## src/sv/assert_macros.svh

```systemverilog
// Assertion macros shared by the RTL.
// Both expect clk in scope at the point of use; ASSERT_RST also expects arst_n.
`ifndef ASSERT_MACROS_SVH
`define ASSERT_MACROS_SVH

`ifndef SYNTHESIS

// Checked only while out of reset
`define ASSERT_RST(lbl, prop, msg) \
	lbl: assert property (@(posedge clk) disable iff (!arst_n) prop) else $error(msg);

// Checked at every edge, reset included
`define ASSERT_ALWAYS(lbl, prop, msg) \
	lbl: assert property (@(posedge clk) prop) else $error(msg);

`else

`define ASSERT_RST(lbl, prop, msg)
`define ASSERT_ALWAYS(lbl, prop, msg)

`endif

`endif

```

## src/sv/ppe_pkg.sv

```systemverilog
`timescale 1ns / 1ps

package ppe_pkg;

	// Item modes
	localparam logic MODE_TICK = 1'b0;
	localparam logic MODE_ADD  = 1'b1;

	// APB register map (word index taken from paddr[2])
	localparam int   APB_ADDR_W     = 3;
	localparam logic REG_DECAY_RATE = 1'b0;

	localparam logic [15:0] DECAY_RESET = 16'd256;

	// Lifetime is unsigned Q1.16, 1.0 when freshly added
	localparam logic [16:0] LIFE_FULL = 17'h10000;
	localparam logic [16:0] LIFE_DEAD = 17'h00000;

	localparam logic [8:0] LIVE_MAX = 9'd511;

	typedef struct packed {
		logic               mode;
		logic        [15:0] delta_time;
		logic signed [31:0] pos_x;
		logic signed [31:0] pos_y;
		logic signed [31:0] pos_z;
		logic signed [31:0] vel_x;
		logic signed [31:0] vel_y;
		logic signed [31:0] vel_z;
	} in_item_t;

	typedef struct packed {
		logic [7:0] slot;
		logic       overwrote;
		logic [8:0] live_count;
	} out_item_t;

	// Controller to datapath
	typedef struct packed {
		logic clear;      // clearing sweep: zero one lifetime entry
		logic load;       // input beat accepted, capture the item
		logic dec_mul;    // decay_rate * delta_time
		logic issue;      // read the pool at the sweep address, advance it
		logic scan_done;  // next-fit search resolved this cycle
		logic add_write;  // write the new particle
		logic finish;     // load the output register
	} ppe_cmd_t;

	// Datapath to controller
	typedef struct packed {
		logic addr_last;   // sweep address is the last slot
		logic issue_last;  // current issue is the last slot of the sweep
		logic issue_done;  // every slot has been read
		logic pipe_busy;   // tick pipeline still holds slots
		logic hit;         // search read returned a free slot
		logic miss;        // final search read returned a live slot
		logic out_free;    // output register can take a beat
	} ppe_stat_t;

endpackage

```

## src/sv/ppe_ctrl.sv

```systemverilog
`timescale 1ns / 1ps

module ppe_ctrl (
	input  logic             clk,
	input  logic             arst_n,
	input  logic             in_valid,
	input  logic             in_mode,
	output logic             in_stall,
	input  ppe_pkg::ppe_stat_t stat,
	output ppe_pkg::ppe_cmd_t  cmd
);

	typedef enum logic [7:0] {
		S_CLEAR      = 8'b0000_0001,
		S_IDLE       = 8'b0000_0010,
		S_TICK_DEC   = 8'b0000_0100,
		S_TICK_RUN   = 8'b0000_1000,
		S_TICK_DRAIN = 8'b0001_0000,
		S_ADD_SCAN   = 8'b0010_0000,
		S_ADD_WRITE  = 8'b0100_0000,
		S_FINISH     = 8'b1000_0000
	} state_t;

	state_t state_q;
	state_t state_d;

	// State register; reset starts the lifetime clearing sweep
	always_ff @(posedge clk or negedge arst_n) begin
		if (!arst_n) begin
			state_q <= S_CLEAR;
		end else begin
			state_q <= state_d;
		end
	end

	assign in_stall = (state_q != S_IDLE);

	// Next state and commands
	always_comb begin
		state_d = state_q;
		cmd     = '0;
		unique case (state_q)
			S_CLEAR: begin
				cmd.clear = 1'b1;
				if (stat.addr_last) begin
					state_d = S_IDLE;
				end
			end
			S_IDLE: begin
				if (in_valid) begin
					cmd.load = 1'b1;
					state_d  = (in_mode == ppe_pkg::MODE_ADD) ? S_ADD_SCAN : S_TICK_DEC;
				end
			end
			S_TICK_DEC: begin
				cmd.dec_mul = 1'b1;
				state_d     = S_TICK_RUN;
			end
			S_TICK_RUN: begin
				cmd.issue = 1'b1;
				if (stat.issue_last) begin
					state_d = S_TICK_DRAIN;
				end
			end
			S_TICK_DRAIN: begin
				if (!stat.pipe_busy) begin
					state_d = S_FINISH;
				end
			end
			S_ADD_SCAN: begin
				if (stat.hit || stat.miss) begin
					cmd.scan_done = 1'b1;
					state_d       = S_ADD_WRITE;
				end else begin
					cmd.issue = !stat.issue_done;
				end
			end
			S_ADD_WRITE: begin
				cmd.add_write = 1'b1;
				state_d       = S_FINISH;
			end
			S_FINISH: begin
				if (stat.out_free) begin
					cmd.finish = 1'b1;
					state_d    = S_IDLE;
				end
			end
			default: begin
				state_d = S_CLEAR;
			end
		endcase
	end

endmodule

```

## config.mk

```make
export PLATFORM = sky130hd
export DESIGN_NAME = ppe_ctrl
export DESIGN_NICKNAME = d
export VERILOG_FILES = /design/src/sv/assert_macros.svh /design/src/sv/ppe_pkg.sv /design/src/sv/ppe_ctrl.sv
export SDC_FILE = /design/constraint.sdc
export NUM_CORES = 1
export LEC_CHECK = 0
export ABC_AREA = 0
export ABC_CLOCK_PERIOD_IN_PS = 1800
export BUFFER_PORTS_ARGS = -buffer_cell sky130_fd_sc_hd__buf_2
export CAP_MARGIN = 0
export CORE_MARGIN = 8
export CORE_UTILIZATION = 43
export DETAILED_ROUTE_END_ITERATION = 12
export PLACE_DENSITY_LB_ADDON = 0.05
export SLEW_MARGIN = 10
export SYNTH_ARGS = -nofsm -noshare
export SYNTH_HDL_FRONTEND = slang
export SYNTH_SLANG_ARGS = --single-unit
```

## constraint.sdc

```tcl
create_clock -name clk -period 1.8 [get_ports clk]
set_input_delay 0.18 -clock clk [delete_from_list [all_inputs] [get_ports clk]]
set_output_delay 0.18 -clock clk [all_outputs]
set_load 0.01 [all_outputs]
```

==> metrics.yaml, run 1 <==
final_layout:
  regMostFlops: "state_q"
  fillCellCount: 88
  nNetsFinal: 118
  reg_top3: "state_q x8"
  largest_reg_flops: 8
  final_layout_size_suffix_gt1_share_pct: 64.15
  n_antenna_cell: 0
  final_util_pct: 78.09
  syn2layout_area_growth_pct: 72.47
synth:
  synth-edff-count: 0
  async_flop_share_pct: 100.0
  netlist_instances: 61
  netlist_area_um2: 581.8
  syn_area_per_cell_um2: 9.538
  ys_types: 29
  synth_ff_type: "dfrtp_1"
  syn-num-nets: 72
  synth.yosys.seq_area_share_pct: 34.62
  yosysWarnings: 0
  synth-seq-cells: 8
die:
  core_mm2: 0.001285
  start_util_pct: 45.28
  io_pins: 19
  die_height_um: 52.79
  fp-row-count: 13
  fp.dieArea_mm2: 0.002786
  fp.dieW_um: 52.79
sta:
  relSlewSlack_pct: 75.65
  fmax_ghz: 0.4675
  slew_violations: 0
  fin_ws_ns: -0.3390
  rsz0062_at_grt: "true"
  setup_violations: 12
  fin_skew_ns: 0.01211
  finalHoldViolations: 0
  worst_pin_slew_ns: 0.3620
  finalCriticalPeriod_ns: 2.139
  min_period_over_period_pct: 118.8
power_and_ir_drop:
  p_leak_nw: 0.4721
  power_density_mw_per_mm2: 1169
  peakVddDrop_mv: 0.8324
drt:
  wl_per_cell_um: 15.49
  postRouteAntennaNets: 0
  drt-total-wl_mm: 1.874
  viasPerCell: 5.471
  drtPass1Iterations: 4
  drt_iter0_drc: 6
  via_count: 662
  drc: 0
cts:
  cts.sinks: 8
  cts_tree: "yes"
  insertion_delay_ns: 0.26
  cts.clk_slew.worst_paths_ns: 0.06
  cts.htree.levels: 1
  cts_buffers: 3
  root_buffer: "clkbuf_4"
  clk_path_buf_depth: 2
hold_path:
  hp-start: "in_mode"
  hold_end: "state_q[2]"
  min_path_type: "in2reg"
  whs_path_depth: 2
critical_path:
  cp.arrival_ns: 1.96
  rrSetupSlack_ns: -0.17
  crit_type: "reg2out"
  rr_startpoint: "state_q[1]"
  worstPathRequired_ns: 1.62
  worstSetupEndpointType: "output port"
  ff2ff_path_depth: 6
  critical_path.max_fanout: 5
  critPathLaunchType: "flop"
  r2r-end: "state_q[1]"
global_route:
  grt_pass1_vias: 707
  grt_max_degree: 9
  grt_usage_pct: 14.03
  grt_pass1_wl_mm: 2.967
  overflow: 0
  antenna_found_initial: 0
outcome:
  violations: "negative setup slack"
  outcome: "finished, violations left"
place:
  dp_hpwl_mm: 1.385
  portBuffers: 18
  place_congestion: 0.7944
  detailedPlace.worstSlack_ns: -0.1074
run:
  cap_violations: 0
-- layer usage --
metal | up-vias | routed length [µm] | track usage (%) | part of all wire, %
met5 | - | 0 | 0 | 0
met4 | 0 | 22 | 6.466 | 1.2
met3 | 4 | 113 | 2.557 | 6.0
met2 | 18 | 890 | 23.05 | 47
met1 | 319 | 848 | 17.02 | 45
li1 | 321 | - | - | -
-- kinds of logic (layout without fill, tap and decap cells) --
| logic type | Yosys count | in the layout | synth area share [%] |
|---|---|---|---|
| DFF | 8 | 8 | 34.62 |
| xor gates and xnor gates | 1 | 1 | 1.506 |
| and+or+nand+nor | 39 | 39 | 46.88 |
| buffers and inverters | 5 | 50 | 6.021 |
| AOI/OAI and AO/OA | 8 | 8 | 10.97 |
-- layout by cell type (no fill, tap or decap), types with 2 or more instances in the layout --
| cell type | instances |
|---|---|
| o21ai_2 | 2 |
| buf_2 | 18 |
| or3b_2 | 2 |
| clkbuf_4 | 3 |
| nor2_1 | 4 |
| dfrtp_1 | 7 |
| nand2b_1 | 5 |
| a2111o_1 | 2 |
| buf_4 | 22 |
| buf_6 | 3 |
| nor4_4 | 5 |
| or4_4 | 3 |
| nand2_1 | 3 |
| nor2b_1 | 3 |
-- final cells by class --
type / count / area [µm²] / area share [%]
flip-flops and latches: 8 / 201.4 / 20.07
inverters: 2 / 7.507 / 0.7481
well taps: 15 / 18.77 / 1.870
multi-input cells: 48 / 450.4 / 44.89
clock buffers: 4 / 26.28 / 2.618
repair buffers: 44 / 299.0 / 29.80
-- cells in the mapped netlist (2+ instances only) --
master    count  area, µm²
dfrtp_1       7      175.2
nand2b_1      5      31.28
nor2_1        5      18.77
nor4_1        5      31.28
nand2_1       3      11.26
nor2b_1       3      18.77
o21ai_0       3      15.01
or4_4         3      33.78
a2111o_1      2      22.52
buf_6         2      22.52
inv_1         2      7.510
nand3_1       2      10.01
nor3_1        2      10.01
or3b_2        2      17.52
-- where the power goes --
| part | internal (mW) | switching [mW] |
|---|---|---|
| clock | 0.0848 | 0.0608 |
| sequential | 0.222 | 0.0330 |
| combinational | 0.423 | 0.350 |
| total | 0.729 | 0.444 |
-- stage by stage --
step / setup TNS, ns / hold slack [ns] / instance area, µm² / std cells / power [mW]
6_report: -2.033 / 0.09957 / 1003 / 121 / 1.173
5_1_grt: -2.835 / 0.09248 / 1003 / 121 / 1.244
4_1_cts: -2.047 / 0.09672 / 957.2 / 118 / 1.126
3_5_place_dp: -0.2822 / 0.03515 / 824.5 / 108 / 0.8281
3_3_place_gp: -0.1893 / 0.02846 / 824.5 / 108 / 0.8217
2_1_floorplan: -0.09425 / -0.1156 / 615.6 / 61 / 0.6140
-- worst max-delay path: stages (launching register included) --
cell     delay (ns)
dfrtp_1        0.41
or4_4          0.53
or4_4          0.52
nand4_4        0.09
nor2_2         0.03
buf_2          0.13
-- what timing repair did --
item	in CTS	in global routing
hold endpoints to repair	8	0
hold buffers	1	0
gates resized for setup	10	8
setup endpoints to repair	9	14
pin swaps	5	3
buffers inserted	5	4
-- how the worst max path moves through the flow --
stage / start / endpoint / depth (start not counted)
after floorplan: state_q[7] / cmd[5] / 5
after global placement: state_q[1] / cmd[5] / 5
after detailed placement: state_q[7] / cmd[3] / 5
after CTS: state_q[0] / cmd[5] / 5
after global routing: state_q[1] / cmd[5] / 5
final: state_q[1] / cmd[5] / 5
(Power assumes the default switching activity.)
==> run 2: changes to the inputs <==
--- a/config.mk
+++ b/config.mk
@@ -11,8 +11,10 @@
 export CAP_MARGIN = 0
 export CORE_MARGIN = 8
 export CORE_UTILIZATION = 43
+export CTS_CLUSTER_SIZE = 30
 export DETAILED_ROUTE_END_ITERATION = 12
 export PLACE_DENSITY_LB_ADDON = 0.05
+export SKIP_CTS_REPAIR_TIMING = 1
 export SLEW_MARGIN = 10
 export SYNTH_ARGS = -nofsm -noshare
 export SYNTH_HDL_FRONTEND = slang
==> metrics.yaml, run 2 (synthesis gave the netlist of run 1 again) <==
outcome:
  outcome: "finished, violations left"
  violations: "negative setup slack"
cts:
  cts.sinks: 8
  cts_tree: "yes"
  cts_buffers: 3
  root_buffer: "clkbuf_4"
  cts.clk_slew.worst_paths_ns: 0.06
  clk_path_buf_depth: 2
  cts.htree.levels: 1
  insertion_delay_ns: 0.25
final_layout:
  final_common_cell: "buf_4"
  final_layout_size_suffix_gt1_share_pct: 63.81
  final_util_pct: 78.48
  n_antenna_cell: 0
  layout_common_cells: "20 x buf_4, 17 x buf_2, 7 x dfrtp_1"
  nNetsFinal: 117
  largest_reg_flops: 8
  reg_top3: "state_q x8"
  syn2layout_area_growth_pct: 73.33
  fillCellCount: 92
  regMostFlops: "state_q"
global_route:
  grt_pass1_wl_mm: 2.753
  grt_max_degree: 9
  overflow: 0
  antenna_found_initial: 0
  grt_pass1_vias: 653
  grt_usage_pct: 12.77
critical_path:
  worstSetupEndpointType: "output port"
  crit_path_end: "cmd[5]"
  worstPathRequired_ns: 1.62
  ff2ff_path_depth: 5
  rr_startpoint: "state_q[7]"
  rrSetupSlack_ns: -0.10
  timing.critical_path.cells: "or3b_2 -> a2111o_1 -> nand4_4 -> nor2_2 -> buf_2"
  slowest_delay_ns: 0.56
  slowest_stage: "dfstp_2"
  r2r-end: "state_q[0]"
  critPathLaunchType: "flop"
  crit_path_start: "state_q[0]"
  path_buf_inv: 1
  crit_type: "reg2out"
  cp.depth: 5
  cp_top_family: "simple AND/OR/NAND/NOR gates"
  cp.arrival_ns: 1.98
  critical_path.max_fanout: 5
sta:
  finalCriticalPeriod_ns: 2.156
  min_period_over_period_pct: 119.8
  fin_ws_ns: -0.3556
  worst_pin_slew_ns: 0.2821
  setup_violations: 11
  relSlewSlack_pct: 81.04
  fin_skew_ns: 0.01063
  fmax_ghz: 0.4639
  rsz0062_at_grt: "true"
  slew_violations: 0
  holdWs_ns: 0.1018
  finalHoldViolations: 0
drt:
  wl_per_cell_um: 15.53
  via_count: 657
  postRouteAntennaNets: 0
  drc: 0
  viasPerCell: 5.475
  drt_iter0_drc: 10
  drt-total-wl_mm: 1.864
  drtPass1Iterations: 4
die:
  io_pins: 19
  fp.dieW_um: 52.79
  core_mm2: 0.001285
  die_height_um: 52.79
  fp.dieArea_mm2: 0.002786
  fp-row-count: 13
  start_util_pct: 45.28
place:
  detailedPlace.worstSlack_ns: -0.1074
  place_congestion: 0.7944
  portBuffers: 18
  dp_hpwl_mm: 1.385
power_and_ir_drop:
  peakVddDrop_mv: 0.6817
  power_density_mw_per_mm2: 1181
  p_leak_nw: 0.4716
  power.total_mw: 1.191
hold_path:
  min_path_type: "in2reg"
  hp-start: "in_mode"
run:
  cap_violations: 0
-- run 2: cell count changes in the layout (fill, tap and decap cells not counted) --
| cell | delta |
|---|---|
| o21ai_2 | -1 |
| buf_2 | -1 |
| buf_4 | -2 |
| o21ai_1 | -1 |
| o21ai_0 | +2 |
| buf_6 | +2 |
| nor4_2 | +1 |
| nor4_1 | -1 |
-- run 2: report_power, final --
| group | switching (mW) | internal, mW |
|---|---|---|
| Combinational | 0.354 | 0.436 |
| Clock | 0.0603 | 0.0847 |
| Sequential | 0.0336 | 0.222 |
-- run 2: worst min-delay path by stage --
stage                             to  cells past startpoint
after global placement    state_q[5]                      1
after detailed placement  state_q[5]                      1
after global routing      state_q[2]                      2
after floorplan           state_q[1]                      0
after CTS                 state_q[2]                      1
final                     state_q[2]                      2
-- run 2: stage by stage --
step | cell area, µm² | setup TNS, ns | instances
after floorplan | 615.6 | -0.09425 | 61
after global placement | 824.5 | -0.1893 | 108
after detailed placement | 824.5 | -0.2822 | 108
final | 1008 | -1.931 | 120
after global routing | 1008 | -2.814 | 120
after CTS | 850.8 | -1.888 | 112
-- run 2: layer usage --
layer  GRT usage [%]  up-vias  part of all wire [%]
li1                -      324                     -
met1           16.02      317                    44
met2           20.51       14                    51
met3           2.557        2                   4.4
met4           5.172        0                  0.32
met5               0        -                     0
-- run 2: cell type report --
type | instances | area, µm² | share of cell area (%)
well taps | 15 | 18.77 | 1.861
inverters | 2 | 7.507 | 0.7444
clock buffers | 4 | 26.28 | 2.605
repair buffers | 43 | 301.5 | 29.90
flip-flops and latches | 8 | 201.4 | 19.98
multi-input cells | 48 | 452.9 | 44.91
==> run 3: changes to the inputs <==
--- a/config.mk
+++ b/config.mk
@@ -14,6 +14,7 @@
 export CTS_CLUSTER_SIZE = 30
 export DETAILED_ROUTE_END_ITERATION = 12
 export PLACE_DENSITY_LB_ADDON = 0.05
+export RECOVER_POWER = 25
 export SKIP_CTS_REPAIR_TIMING = 1
 export SLEW_MARGIN = 10
 export SYNTH_ARGS = -nofsm -noshare
==> metrics.yaml, run 3 (synthesis gave the netlist of run 1 again) <==
final_layout:
  layout_common_cells: "20 x buf_4, 16 x buf_2, 7 x dfrtp_1"
  regArea_um2: 201.4
  stdcell_count: 120
  reg_top3: "state_q x8"
  final_layout_size_suffix_gt1_share_pct: 62.86
  final_util_pct: 78.38
  final_common_cell: "buf_4"
  finalInstanceArea_mm2: 0.001007
  multiInputGateArea_um2: 452.9
  n_antenna_cell: 0
  fillCellCount: 93
  syn2layout_area_growth_pct: 73.12
  regMostFlops: "state_q"
  largest_reg_flops: 8
  nNetsFinal: 117
cts:
  cts_tree: "yes"
  cts.clk_slew.worst_paths_ns: 0.06
  clk_path_buf_depth: 2
  root_buffer: "clkbuf_4"
  insertion_delay_ns: 0.26
  cts.htree.levels: 1
  cts.sinks: 8
  cts_buffers: 3
sta:
  rsz0062_at_grt: "true"
  fin_skew_ns: 0.01154
  fmax_ghz: 0.4638
  worst_pin_slew_ns: 0.4427
  finalHoldViolations: 0
  min_period_over_period_pct: 119.8
  fin_setup_tns_ns: -1.937
  relSlewSlack_pct: 70.49
  holdWs_ns: 0.1004
  setup_violations: 11
  slew_violations: 0
  fin_ws_ns: -0.3561
  finalCriticalPeriod_ns: 2.156
global_route:
  gr-usage-met2_pct: 20.51
  grt_most_used_layer: "met2"
  grt_max_degree: 9
  grt_pass1_vias: 653
  gr-usage-met3_pct: 2.557
  antenna_found_initial: 0
  grt_usage_pct: 12.77
  grt_pass1_wl_mm: 2.753
  grt_use_met1_pct: 16.02
  overflow: 0
critical_path:
  worstSetupEndpointType: "output port"
  rr_startpoint: "state_q[7]"
  crit_path_start: "state_q[1]"
  r2r-end: "state_q[0]"
  crit_type: "reg2out"
  worstPathRequired_ns: 1.62
  cp.arrival_ns: 1.98
  critical_path.max_fanout: 5
  critPathLaunchType: "flop"
  crit_path_end: "cmd[5]"
  rrSetupSlack_ns: -0.10
  ff2ff_path_depth: 5
power_and_ir_drop:
  peakVddDrop_mv: 0.6825
  power_density_mw_per_mm2: 1184
  p_leak_nw: 0.4689
  power.total_mw: 1.192
place:
  dp_cells: 108
  dpl_cell_area_um2: 824.5
  place_congestion: 0.7944
  dp_hpwl_mm: 1.385
  portBuffers: 18
  detailedPlace.worstSlack_ns: -0.1074
drt:
  wl_per_cell_um: 15.60
  drtPass1Iterations: 4
  postRouteAntennaNets: 0
  via_count: 658
  drt-total-wl_mm: 1.872
  drc: 0
  viasPerCell: 5.483
  drt_iter0_drc: 10
outcome:
  violations: "negative setup slack"
  outcome: "finished, violations left"
run:
  cap_violations: 0
die:
  die_height_um: 52.79
  fp.dieArea_mm2: 0.002786
  start_util_pct: 45.28
  core_mm2: 0.001285
  io_pins: 19
  fp-row-count: 13
  fp.dieW_um: 52.79
hold_path:
  min_path_type: "in2reg"
  hp-start: "in_mode"
[run 3: power breakdown]
group          internal, mW  total (mW)  switching (mW)
Sequential            0.222       0.256          0.0339
Combinational         0.436       0.791           0.355
Clock                0.0848       0.146          0.0610
Total                 0.743        1.19           0.450
[run 3: worst min-delay path by stage]
stage	cells past startpoint	slack (ns)	end
5_1_grt	2	0.09	state_q[2]
3_5_place_dp	1	0.04	state_q[5]
6_report	2	0.10	state_q[2]
4_1_cts	1	-0.24	state_q[2]
3_3_place_gp	1	0.03	state_q[5]
2_1_floorplan	0	-0.12	state_q[1]
[run 3: critical path: stages, from the launching register on]
cell and delay, ns:
dfrtp_1 0.41, or4_4 0.53, or4_4 0.51, nand4_4 0.11, nor2_2 0.04, buf_2 0.13
[run 3: cell type report]
cell class                      count  share of cell area [%]
Sequential cell                     8                   20.00
Multi-Input combinational cell     48                   44.97
Inverter                            2                  0.7453
Clock buffer                        4                   2.609
Timing Repair Buffer               43                   29.81
Tap cell                           15                   1.863
[run 3: layer usage]
metal,routed length (µm),vias to the layer above
li1,-,323
met1,820,317
met2,962,16
met3,83,2
met4,6,0
met5,0,-
